$ cat src/rtl/core/max_pool_2d_argmax_defines.svh
// assertion macros for the max pooling block
`ifndef MAX_POOL_2D_ARGMAX_DEFINES_SVH
`define MAX_POOL_2D_ARGMAX_DEFINES_SVH

// consequent must hold in the same cycle as the antecedent
`define MP2A_ASSERT_SAME(label, clk, rst, ante, cons, msg) \
  label: assert property (@(posedge clk) disable iff (rst) (ante) |-> (cons)) \
    else $error(msg);

// consequent must hold in the cycle after the antecedent
`define MP2A_ASSERT_NEXT(label, clk, rst, ante, cons, msg) \
  label: assert property (@(posedge clk) disable iff (rst) (ante) |=> (cons)) \
    else $error(msg);

`endif

$ cat src/rtl/core/mp2a_pkg.sv
// shared constants, types and state encodings of the max pooling block
`timescale 1ns / 1ps

package mp2a_pkg;

  localparam int SAMPLE_BITS = 16;
  localparam int MAX_KERNEL  = 8;
  localparam int MAX_WIDTH   = 1024;
  localparam int MAX_HEIGHT  = 4096;

  localparam int LANE_BITS  = (MAX_KERNEL > 1) ? $clog2(MAX_KERNEL) : 1;
  localparam int COL_BITS   = (MAX_WIDTH > 1) ? $clog2(MAX_WIDTH) : 1;
  localparam int KSIZE_BITS = $clog2(MAX_KERNEL + 1);
  localparam int WORD_BITS  = MAX_KERNEL * SAMPLE_BITS;

  localparam int ROW_BITS     = 12;
  localparam int OUT_COL_BITS = 10;
  localparam int KREG_BITS    = 4;
  localparam int STRIDE_BITS  = 4;
  localparam int WIDTH_BITS   = 11;
  localparam int HEIGHT_BITS  = 13;

  localparam int CFG_INDEX_BITS = 2;
  localparam int CFG_DATA_BITS  = 13;

  localparam logic [CFG_INDEX_BITS-1:0] REG_KERNEL = 2'd0;
  localparam logic [CFG_INDEX_BITS-1:0] REG_STRIDE = 2'd1;
  localparam logic [CFG_INDEX_BITS-1:0] REG_WIDTH  = 2'd2;
  localparam logic [CFG_INDEX_BITS-1:0] REG_HEIGHT = 2'd3;

  localparam logic [KREG_BITS-1:0]   KERNEL_RESET = 4'd2;
  localparam logic [STRIDE_BITS-1:0] STRIDE_RESET = 4'd2;
  localparam logic [WIDTH_BITS-1:0]  WIDTH_RESET  = 11'd256;
  localparam logic [HEIGHT_BITS-1:0] HEIGHT_RESET = 13'd256;

  typedef enum logic [1:0] {
    ST_IDLE,
    ST_SCAN,
    ST_HOLD
  } pool_state_t;

  typedef enum logic [1:0] {
    SC_IDLE,
    SC_ISSUE,
    SC_DRAIN
  } scan_state_t;

  typedef struct packed {
    logic [COL_BITS-1:0]   col0;
    logic [KSIZE_BITS-1:0] ksize;
    logic [LANE_BITS-1:0]  lane_top;
  } scan_cmd_t;

  typedef struct packed {
    logic                          done;
    logic signed [SAMPLE_BITS-1:0] value;
    logic [LANE_BITS-1:0]          row_off;
    logic [LANE_BITS-1:0]          col_off;
  } scan_res_t;

endpackage

$ cat src/rtl/core/mp2a_win_scan.sv
// window scanner: reads one column per cycle, reduces it and merges the running maximum
`timescale 1ns / 1ps

module mp2a_win_scan (
  input  logic                              clk,
  input  logic                              rst,
  input  logic                              start,
  input  mp2a_pkg::scan_cmd_t               cmd,
  output logic                              rd_en,
  output logic [mp2a_pkg::COL_BITS-1:0]     rd_addr,
  input  logic [mp2a_pkg::WORD_BITS-1:0]    rd_data,
  output mp2a_pkg::scan_res_t               res
);

  localparam int TB = mp2a_pkg::KSIZE_BITS + 1;

  mp2a_pkg::scan_state_t state;
  mp2a_pkg::scan_state_t state_next;

  logic [mp2a_pkg::COL_BITS-1:0]   col0;
  logic [mp2a_pkg::KSIZE_BITS-1:0] ksize;
  logic [mp2a_pkg::LANE_BITS-1:0]  lane0;
  logic [mp2a_pkg::LANE_BITS-1:0]  col_idx;
  logic                            issue_last;
  logic [TB-1:0]                   lane_base;

  logic                            rd_vld;
  logic                            rd_last;
  logic [mp2a_pkg::LANE_BITS-1:0]  rd_col;

  logic                                   cb_vld;
  logic                                   cb_last;
  logic [mp2a_pkg::LANE_BITS-1:0]         cb_col;
  logic [mp2a_pkg::LANE_BITS-1:0]         cb_row;
  logic signed [mp2a_pkg::SAMPLE_BITS-1:0] cb_val;

  logic signed [mp2a_pkg::SAMPLE_BITS-1:0] col_best;
  logic [mp2a_pkg::LANE_BITS-1:0]         col_best_row;

  logic signed [mp2a_pkg::SAMPLE_BITS-1:0] best_val;
  logic [mp2a_pkg::LANE_BITS-1:0]         best_row;
  logic [mp2a_pkg::LANE_BITS-1:0]         best_col;
  logic                                   done;

  // lane of the window's top row: current lane minus (k - 1), modulo the lane count
  always_comb begin
    lane_base = TB'(cmd.lane_top) + TB'(mp2a_pkg::MAX_KERNEL) + TB'(1) - TB'(cmd.ksize);
    if (lane_base >= TB'(mp2a_pkg::MAX_KERNEL)) begin
      lane_base = lane_base - TB'(mp2a_pkg::MAX_KERNEL);
    end
  end

  assign issue_last = (mp2a_pkg::KSIZE_BITS'(col_idx) == ksize - mp2a_pkg::KSIZE_BITS'(1));

  always_ff @(posedge clk) begin
    if (start) begin
      col0    <= cmd.col0;
      ksize   <= cmd.ksize;
      lane0   <= lane_base[mp2a_pkg::LANE_BITS-1:0];
      col_idx <= '0;
    end else if (state == mp2a_pkg::SC_ISSUE) begin
      col_idx <= col_idx + mp2a_pkg::LANE_BITS'(1);
    end
  end

  always_ff @(posedge clk) begin
    if (rst) begin
      state <= mp2a_pkg::SC_IDLE;
    end else begin
      state <= state_next;
    end
  end

  always_comb begin
    state_next = state;
    unique case (state)
      mp2a_pkg::SC_IDLE: begin
        if (start) state_next = mp2a_pkg::SC_ISSUE;
      end
      mp2a_pkg::SC_ISSUE: begin
        if (issue_last) state_next = mp2a_pkg::SC_DRAIN;
      end
      mp2a_pkg::SC_DRAIN: begin
        if (done) state_next = mp2a_pkg::SC_IDLE;
      end
      default: state_next = mp2a_pkg::SC_IDLE;
    endcase
  end

  always_comb begin
    rd_en   = (state == mp2a_pkg::SC_ISSUE);
    rd_addr = col0 + mp2a_pkg::COL_BITS'(col_idx);
  end

  // column reduce: strict compare keeps the upper row on ties
  always_comb begin
    logic [mp2a_pkg::LANE_BITS:0]            lsum;
    logic [mp2a_pkg::LANE_BITS-1:0]          lane;
    logic signed [mp2a_pkg::SAMPLE_BITS-1:0] v;
    col_best     = '0;
    col_best_row = '0;
    for (int i = 0; i < mp2a_pkg::MAX_KERNEL; i++) begin
      lsum = {1'b0, lane0} + (mp2a_pkg::LANE_BITS+1)'(i);
      if (lsum >= (mp2a_pkg::LANE_BITS+1)'(mp2a_pkg::MAX_KERNEL)) begin
        lsum = lsum - (mp2a_pkg::LANE_BITS+1)'(mp2a_pkg::MAX_KERNEL);
      end
      lane = lsum[mp2a_pkg::LANE_BITS-1:0];
      v    = $signed(rd_data[lane*mp2a_pkg::SAMPLE_BITS +: mp2a_pkg::SAMPLE_BITS]);
      if (i == 0 || (mp2a_pkg::KSIZE_BITS'(i) < ksize && v > col_best)) begin
        col_best     = v;
        col_best_row = mp2a_pkg::LANE_BITS'(i);
      end
    end
  end

  always_ff @(posedge clk) begin
    if (rst) begin
      rd_vld  <= 1'b0;
      rd_last <= 1'b0;
      cb_vld  <= 1'b0;
      cb_last <= 1'b0;
      done    <= 1'b0;
    end else begin
      rd_vld  <= rd_en;
      rd_last <= rd_en && issue_last;
      cb_vld  <= rd_vld;
      cb_last <= rd_vld && rd_last;
      done    <= cb_vld && cb_last;
    end
  end

  always_ff @(posedge clk) begin
    rd_col <= col_idx;
    cb_col <= rd_col;
    cb_row <= col_best_row;
    cb_val <= col_best;
    // a later column wins on a tie only when its maximum sits in an upper row
    if (cb_vld && (cb_col == '0 || cb_val > best_val ||
                   (cb_val == best_val && cb_row < best_row))) begin
      best_val <= cb_val;
      best_row <= cb_row;
      best_col <= cb_col;
    end
  end

  always_comb begin
    res.done    = done;
    res.value   = best_val;
    res.row_off = best_row;
    res.col_off = best_col;
  end

endmodule
$ cat config.mk
export PLATFORM = sky130hd
export DESIGN_NAME = mp2a_win_scan
export DESIGN_NICKNAME = d
export VERILOG_FILES = /design/src/rtl/core/max_pool_2d_argmax_defines.svh /design/src/rtl/core/mp2a_pkg.sv /design/src/rtl/core/mp2a_win_scan.sv
export SDC_FILE = /design/constraint.sdc
export NUM_CORES = 1
export LEC_CHECK = 0
export BUFFER_PORTS_ARGS = -buffer_cell sky130_fd_sc_hd__buf_2
export CORE_ASPECT_RATIO = 0.7
export CORE_MARGIN = 4
export CORE_UTILIZATION = 50
export DETAILED_ROUTE_END_ITERATION = 10
export PLACE_DENSITY = 0.71
export SLEW_MARGIN = 20
export SYNTH_ARGS = -nofsm -noshare
export SYNTH_HDL_FRONTEND = slang
export SYNTH_SLANG_ARGS = --single-unit
export TNS_END_PERCENT = 100
$ cat constraint.sdc
create_clock -name clk -period 20.2 [get_ports clk]
set_input_delay 1.01 -clock clk [delete_from_list [all_inputs] [get_ports clk]]
set_output_delay 1.01 -clock clk [all_outputs]
set_load 0.01 [all_outputs]
==> results of run 1 <==
-- state kept, by name, summed over array words and instances (netlist names), 2 cells and up --
name      flops
state         2
col0         10
best_row      3
cb_col        3
col_idx       3
rd_col        3
cb_row        3
lane0         3
ksize         4
best_val     16
cb_val       16
best_col      3
-- logic make-up after synthesis --
| group | count (synthesis) | share of synthesized area, % |
|---|---|---|
| XOR/XNOR | 31 | 2.33 |
| multiplexers | 273 | 37.5 |
| AND/OR/NAND/NOR | 288 | 11.7 |
| buffers and inverters | 138 | 4.56 |
| adder cells (fa/ha/maj) | 135 | 14.2 |
| AO/OA/AOI/OAI | 264 | 14.1 |
| flip-flops | 74 | 15.6 |
-- critical path: cells and delay by family, from the launching register on --
| kind | cells | cell delay [ns] |
|---|---|---|
| xor+xnor | 1 | 0.14 |
| flops | 1 | 0.54 |
| fa+ha+maj | 8 | 2.46 |
| buf+inv | 7 | 1.86 |
| compound gates | 44 | 8.35 |
| mux | 2 | 0.70 |
| simple gates | 25 | 4.60 |
-- cell usage after synthesis, types with 16 or more instances --
| master | n |
|---|---|
| a21o_1 | 30 |
| a21oi_1 | 98 |
| buf_1 | 16 |
| clkbuf_1 | 43 |
| dfxtp_1 | 35 |
| edfxtp_1 | 39 |
| ha_1 | 133 |
| inv_1 | 65 |
| mux2_2 | 92 |
| mux2i_1 | 45 |
| mux4_2 | 128 |
| nand2_1 | 76 |
| nand2b_1 | 17 |
| nand3_1 | 16 |
| nand4_1 | 19 |
| nor2_1 | 88 |
| o21ai_0 | 51 |
| o21ai_1 | 17 |
| xnor2_1 | 23 |
-- how the worst max path moves through the flow --
stage,from,to,slack [ns],cells past startpoint
2_1_floorplan,lane0[0],cb_val[0],0.17,103
3_3_place_gp,lane0[0],cb_val[9],0.74,85
3_5_place_dp,lane0[0],cb_val[9],0.30,86
4_1_cts,lane0[0],cb_val[9],0.28,86
5_1_grt,lane0[0],cb_val[6],0.003,86
6_report,lane0[0],cb_val[6],1.34,87
-- final cells by class --
class | instances | area (µm²) | share of cell area [%]
flip-flops and latches | 74 | 1870 | 13.7
multi-input cells | 993 | 9670 | 70.8
repair buffers | 213 | 1190 | 8.73
well taps | 318 | 398 | 2.92
inverters | 66 | 248 | 1.82
clock buffers | 11 | 243 | 1.78
clock inverters | 5 | 28.8 | 0.211
-- routing by layer --
metal	up-vias	share of wire, %	track usage (%)	wire (µm)
met5	-	0.072	0	27
met4	4	1.4	4.68	507
met3	55	12	8.74	4580
met2	630	43	40.3	16200
met1	5260	43	39.9	16000
li1	5003	-	-	-
-- per-stage QoR --
step                      setup WS [ns]  cells  cell area [µm²]  utilization [%]
after CTS                         0.280   1674            13500             57.4
final                              1.34   1680            13600             57.9
after global routing            0.00274   1680            13600             57.9
after floorplan                   0.171   1203            12000                -
after global placement            0.738   1658            13200             56.2
after detailed placement          0.304   1658            13300             56.2
-- repair_timing --
item                       CTS  global route
resized for setup            0            11
setup endpoints to repair    0            19
buffers inserted             0             3
hold buffers                 0             0
==> flow_summary.json, run 1 <==
{
  "outcome": "completed",
  "tritoncts": "done",
  "drt_wl_total_um": 37300,
  "drtIter0Drc": 1090,
  "ys.flop_type": "edfxtp_1",
  "cts_buffer_depth": 2,
  "rr_worst_depth": 87,
  "worstSkewPairLatency_ns": 0.33,
  "grt_pass1_vias": 10292,
  "wl_per_cell_um": 22.2,
  "vias_per_cell": 6.52,
  "antenna_found_initial": 2,
  "root_buffer": "clkbuf_16",
  "pin_count": 182,
  "clock-sinks": 74,
  "worstPathArrival_ns": 19.06,
  "grt_pass1_wl_um": 56600,
  "hpwl_um": 30100,
  "drtAntennaViolNets": 0,
  "hold_depth": 0,
  "min_from": "rd_col[1]",
  "synthToLayoutAreaGrowth_pct": 14.0,
  "synth_edf_count": 39,
  "start_util_pct": 50.8,
  "dr_total_vias": 10952,
  "timing.final.crit_share_pct": 93.4,
  "die_area_um2": 26500,
  "hold_class": "reg2reg",
  "synthArstFlopShare_pct": 0,
  "clkTransAtPathRegs_ns": 0.06,
  "cp.required_ns": 20.40,
  "grt_use_total_pct": 27.3,
  "cpPeakStageDelay_ns": 0.54,
  "synthTopCellsByArea": "mux4_2, ha_1, edfxtp_1",
  "tightest_slew_ns": 0.779,
  "slew_viol_final": 0,
  "synth_top_area_cell": "mux4_2",
  "die_y_um": 137,
  "final.setup.tns_ns": 0,
  "num_rows": 47,
  "drc_errors": 0,
  "gp_congestion": 0.973,
  "core_um2": 23600,
  "avgSynthCellArea_um2": 9.95,
  "htreeDepth": 3,
  "crit_top_cell": "a21oi_1",
  "synth_area_um2": 12000,
  "mostFrequentLayoutCells": "buf_2, ha_1, mux4_2",
  "cp-end-kind": "flip-flop",
  "hold_viol": 0,
  "fin_skew_ns": 0.0109,
  "r2r_start": "lane0[0]",
  "max_clock_freq_ghz": 0.0530,
  "rsz0062_at_grt": "false",
  "final_common_cell": "buf_2",
  "cts_buffers": 9,
  "n_antenna_cell": 0,
  "grt_max_degree": 88,
  "netlist_instances": 1203,
  "syn_nets": 1485,
  "port_buffers": 181,
  "first_pass_iters": 5,
  "synth_seq_cells": 74,
  "drive_above_1_share_pct": 35.4,
  "path_max_fanout": 44,
  "max_cap_violations": 0,
  "min_to": "cb_col[1]",
  "worstSetupPathType": "reg2reg",
  "yosys.area.top_type_share_pct": 24.1,
  "final.min_clock_period_ns": 18.86,
  "r2r_slack_ns": 1.34,
  "ys_seq_area_share_pct": 15.6,
  "die_w_um": 193,
  "slew_headroom_pct": 48.0,
  "yosysUniqueCellTypes": 76,
  "fin_nets": 1639,
  "overflow": 0,
  "cpMaxStageDelayCell": "edfxtp_1",
  "setup_violations": 0,
  "fillers": 2046,
  "r2r_end": "cb_val[6]",
  "start_kind": "flip-flop",
  "hold_ws_ns": 0.329,
  "ys.warnings.count": 0
}
Power of run 1 is not shown: default switching activity piles up to over one toggle a cycle in this logic, so the estimate is an artifact.
==> run 2: changes to the inputs <==
--- a/config.mk
+++ b/config.mk
@@ -7,7 +7,6 @@
 export LEC_CHECK = 0
 export BUFFER_PORTS_ARGS = -buffer_cell sky130_fd_sc_hd__buf_2
 export CORE_ASPECT_RATIO = 0.7
-export CORE_MARGIN = 4
 export CORE_UTILIZATION = 50
 export DETAILED_ROUTE_END_ITERATION = 10
 export PLACE_DENSITY = 0.71
==> run 2 against run 1 <==
Net effect:
- die area down 7.3%
- global-route usage grew 1.9 points
- highest routed layer is now met4
- non-clock buffer count down 14
- worst hold slack gained 0.0043 ns
- clock skew shrank 0.0045 ns
- first-iteration DRC count rose by 18%
==> flow_summary.json, run 2 (same netlist as run 1, synthesis figures left out) <==
{
  "outcome": "completed",
  "fin_skew_ns": 0.00645,
  "slew_viol_final": 0,
  "worstSetupPathType": "reg2reg",
  "die_w_um": 187,
  "max_clock_freq_ghz": 0.0525,
  "synthToLayoutAreaGrowth_pct": 13.1,
  "worstPathArrival_ns": 19.25,
  "hpwl_um": 29400,
  "dr_total_vias": 10691,
  "worstSkewPairLatency_ns": 0.33,
  "wl_per_cell_um": 21.6,
  "htreeDepth": 3,
  "rr_worst_depth": 84,
  "slew_headroom_pct": 45.7,
  "overflow": 0,
  "r2r_end": "cb_row[2]",
  "tightest_slew_ns": 0.792,
  "crit_top_cell": "a21oi_1",
  "die_area_um2": 24600,
  "drtAntennaViolNets": 0,
  "post-route-cell-area_um2": 13500,
  "num_rows": 46,
  "rsz0062_at_grt": "false",
  "grt_pass1_vias": 10159,
  "drive_above_1_share_pct": 34.6,
  "final.min_clock_period_ns": 19.05,
  "cts_buffers": 9,
  "cpMaxStageDelayCell": "nor4_1",
  "root_buffer": "clkbuf_16",
  "pin_count": 182,
  "cpPeakStageDelay_ns": 0.58,
  "hold_class": "reg2reg",
  "drc_errors": 0,
  "path_depth": 84,
  "r2r_slack_ns": 1.15,
  "clkTransAtPathRegs_ns": 0.06,
  "tritoncts": "done",
  "cp.required_ns": 20.40,
  "top_regs": "best_val (16), cb_val (16), col0 (10)",
  "mostFrequentLayoutCells": "buf_2, ha_1, mux4_2",
  "port_buffers": 181,
  "grt_pass1_wl_um": 56200,
  "final_common_cell": "buf_2",
  "clock-sinks": 74,
  "drt_wl_total_um": 35800,
  "core_um2": 23100,
  "fin_nets": 1625,
  "gp_congestion": 1.01,
  "start_kind": "flip-flop",
  "drtIter0Drc": 1287,
  "antenna_found_initial": 0,
  "start_util_pct": 51.9,
  "cp-end-kind": "flip-flop",
  "endpoint": "cb_row[2]",
  "first_pass_iters": 5,
  "critPathLaunch": "lane0[1]",
  "place_area_um2": 13200,
  "hold_buffers": 0,
  "die_y_um": 131,
  "final_util_pct": 58.7,
  "cp_top_family": "compound AO/OA/AOI/OAI gates",
  "path_buf_inv": 6,
  "setup_violations": 0,
  "grt_use_total_pct": 29.1,
  "timing.final.crit_share_pct": 94.3,
  "n_antenna_cell": 0,
  "grt_max_degree": 93,
  "hold_viol": 0,
  "r2r_start": "lane0[1]",
  "path_max_fanout": 61,
  "cts_buffer_depth": 2,
  "max_cap_violations": 0,
  "final.setup.tns_ns": 0,
  "vias_per_cell": 6.44
}
-- run 2: area by class of cell --
class | count | area [µm²]
clock buffer | 14 | 297
fill | 1987 | 9530
clock inverter | 2 | 16.3
inverter | 66 | 248
sequential | 74 | 1870
multi-input combinational | 993 | 9650
tap | 312 | 390
timing repair buffer | 199 | 1080
-- run 2: what timing repair did --
action,in CTS,in global routing
buffers inserted,0,2
resized for setup,0,5
setup endpoints to repair,0,19
-- run 2: worst min-delay path by stage --
stage                     startpoint   endpoint  slack (ns)  cells past startpoint
after floorplan            rd_col[0]  cb_col[0]        0.31                      0
after global placement     rd_col[0]  cb_col[0]        0.32                      0
after detailed placement   rd_col[0]  cb_col[0]        0.32                      0
after CTS                  rd_col[0]  cb_col[0]        0.34                      0
after global routing       rd_col[0]  cb_col[0]        0.34                      0
final                      rd_col[0]  cb_col[0]        0.33                      0
-- run 2: per-stage QoR --
stage	std cells	hold slack [ns]	worst slack (ns)
detailed placement	1640	0.323	0.159
global route	1660	0.340	0.0132
floorplan	1203	0.310	0.171
global placement	1640	0.323	0.617
finish	1660	0.333	1.15
CTS	1656	0.337	0.110
-- run 2: routing by layer --
layer	routed length, µm	vias to the layer above	GRT usage [%]	part of all wire (%)
met3	4350	51	7.93	12
met4	654	0	6.56	1.8
li1	-	4972	-	-
met2	15200	555	43.2	43
met1	15600	5113	42.1	44
met5	0	-	0	0
Power of run 2 is left out for the same reason.
==> run 3: changes to the inputs <==
--- a/config.mk
+++ b/config.mk
@@ -9,6 +9,7 @@
 export CORE_ASPECT_RATIO = 0.7
 export CORE_UTILIZATION = 50
 export DETAILED_ROUTE_END_ITERATION = 10
+export GPL_TIMING_DRIVEN = 0
 export PLACE_DENSITY = 0.71
 export SLEW_MARGIN = 20
 export SYNTH_ARGS = -nofsm -noshare
==> run 3 against run 2 <==
Net effect:
- clock skew up 0.0056 ns
- largest cell class unchanged
- cell area up 3.7%
- core utilization grew 2.2 points
- count of clock-buffer cells in the layout down 1
- via count is 6.9% higher
- register-to-register slack got worse by 0.35 ns
==> flow_summary.json, run 3 (same netlist as run 1, synthesis figures left out) <==
{
  "busiest_layer": "met1",
  "worstSetupPathType": "reg2reg",
  "tightest_slew_ns": 0.973,
  "drtAntennaViolNets": 0,
  "fin_skew_ns": 0.0121,
  "fin_nets": 1687,
  "met3_usage_pct": 7.10,
  "grtUsageMet2_pct": 47.7,
  "first_pass_iters": 5,
  "cts_buffers": 9,
  "critPathLaunch": "lane0[0]",
  "outcome": "completed",
  "final.min_clock_period_ns": 19.41,
  "drt_wl_total_um": 40400,
  "slew_headroom_pct": 35.2,
  "hold_class": "reg2reg",
  "start_util_pct": 51.9,
  "cp-end-kind": "flip-flop",
  "path_depth": 93,
  "setup_violations": 0,
  "tritoncts": "done",
  "port_buffers": 181,
  "r2r_slack_ns": 0.79,
  "hold_ws_ns": 0.326,
  "start_kind": "flip-flop",
  "root_buffer": "clkbuf_16",
  "final_common_cell": "buf_2",
  "wl_per_cell_um": 23.5,
  "hpwl_um": 33300,
  "setup_slack_ns": 0.794,
  "die_y_um": 131,
  "max_clock_freq_ghz": 0.0515,
  "cp_top_family": "compound AO/OA/AOI/OAI gates",
  "core_um2": 23100,
  "dr_total_vias": 11430,
  "path_buf_inv": 16,
  "grt_pass1_vias": 10538,
  "synthToLayoutAreaGrowth_pct": 17.3,
  "antenna_found_initial": 2,
  "r2r_start": "lane0[0]",
  "gp_congestion": 1.01,
  "path_max_fanout": 10,
  "overflow": 0,
  "cpPeakStageDelay_ns": 0.67,
  "grt_use_total_pct": 32.4,
  "timing.final.crit_share_pct": 96.1,
  "globalRouteMet1Util_pct": 47.7,
  "htreeDepth": 3,
  "cpMaxStageDelayCell": "clkbuf_1",
  "grt_pass1_wl_um": 61600,
  "mostFrequentLayoutCells": "buf_2, ha_1, mux4_2",
  "endpoint": "cb_val[12]",
  "drc_errors": 0,
  "r2r_end": "cb_val[12]",
  "die_area_um2": 24600,
  "slew_viol_final": 0,
  "crit_top_cell": "a21oi_1",
  "num_rows": 46,
  "rr_worst_depth": 93,
  "worstPathArrival_ns": 19.62,
  "cp.required_ns": 20.41,
  "grt_max_degree": 23,
  "pin_count": 182,
  "worstSkewPairLatency_ns": 0.33,
  "die_w_um": 187,
  "top_regs": "best_val (16), cb_val (16), col0 (10)",
  "vias_per_cell": 6.63,
  "dp_slack_ns": -5.62,
  "clkTransAtPathRegs_ns": 0.06,
  "stdcell_count": 1724,
  "cts_buffer_depth": 2,
  "drive_above_1_share_pct": 37.6,
  "clock-sinks": 74,
  "place_inst": 1696,
  "drtIter0Drc": 1421,
  "max_cap_violations": 0,
  "hold_viol": 0
}
-- run 3: cell types whose count changed in the layout (fill, tap and decap cells not counted), sizes merged --
| cell | previous run | this run |
|---|---|---|
| buf | 199 | 230 |
| a211oi | 15 | 14 |
| clkdlybuf4s15 | 0 | 1 |
| nor2 | 90 | 89 |
| inv | 66 | 67 |
| diode | 0 | 2 |
| clkbuf | 14 | 45 |
-- run 3: timing repair --
action	in CTS	in global routing
gates resized for setup	81	61
setup endpoints to repair	19	19
pin swaps	6	10
setup buffers	5	9
hold buffers	0	0
-- run 3: worst min path at each step --
stage	startpoint	endpoint	slack [ns]	depth (start not counted)
floorplan	rd_col[0]	cb_col[0]	0.31	0
global placement	rd_col[1]	cb_col[1]	0.31	0
detailed placement	rd_col[1]	cb_col[1]	0.31	0
CTS	rd_col[1]	cb_col[1]	0.33	0
global route	rd_col[1]	cb_col[1]	0.34	0
finish	rd_col[1]	cb_col[1]	0.33	0
-- run 3: cell type report --
cell class                 count  area (µm²)
timing repair buffer         195        1010
inverter                      66         251
fill                        1982        9030
multi-input combinational    991        9740
clock inverter                 3        21.3
buffer                        68         480
tap                          312         390
clock buffer                  13         272
antenna                        2        5.00
sequential                    74        1870
-- run 3: metal layers --
layer | up-vias | wire length (µm)
li1 | 5098 | -
met1 | 5466 | 17100
met2 | 789 | 17100
met3 | 77 | 5140
met4 | 0 | 1120
met5 | - | 0
-- run 3: metrics by stage --
stage | TNS (ns) | utilization (%) | cell area, µm²
2_1_floorplan | 0 | - | 12000
3_3_place_gp | -101.11 | 57.5 | 13300
3_5_place_dp | -104.62 | 57.6 | 13300
4_1_cts | 0 | 60.0 | 13900
5_1_grt | -0.513 | 60.9 | 14000
6_report | 0 | 60.9 | 14000
Power of run 3 is left out for the same reason.
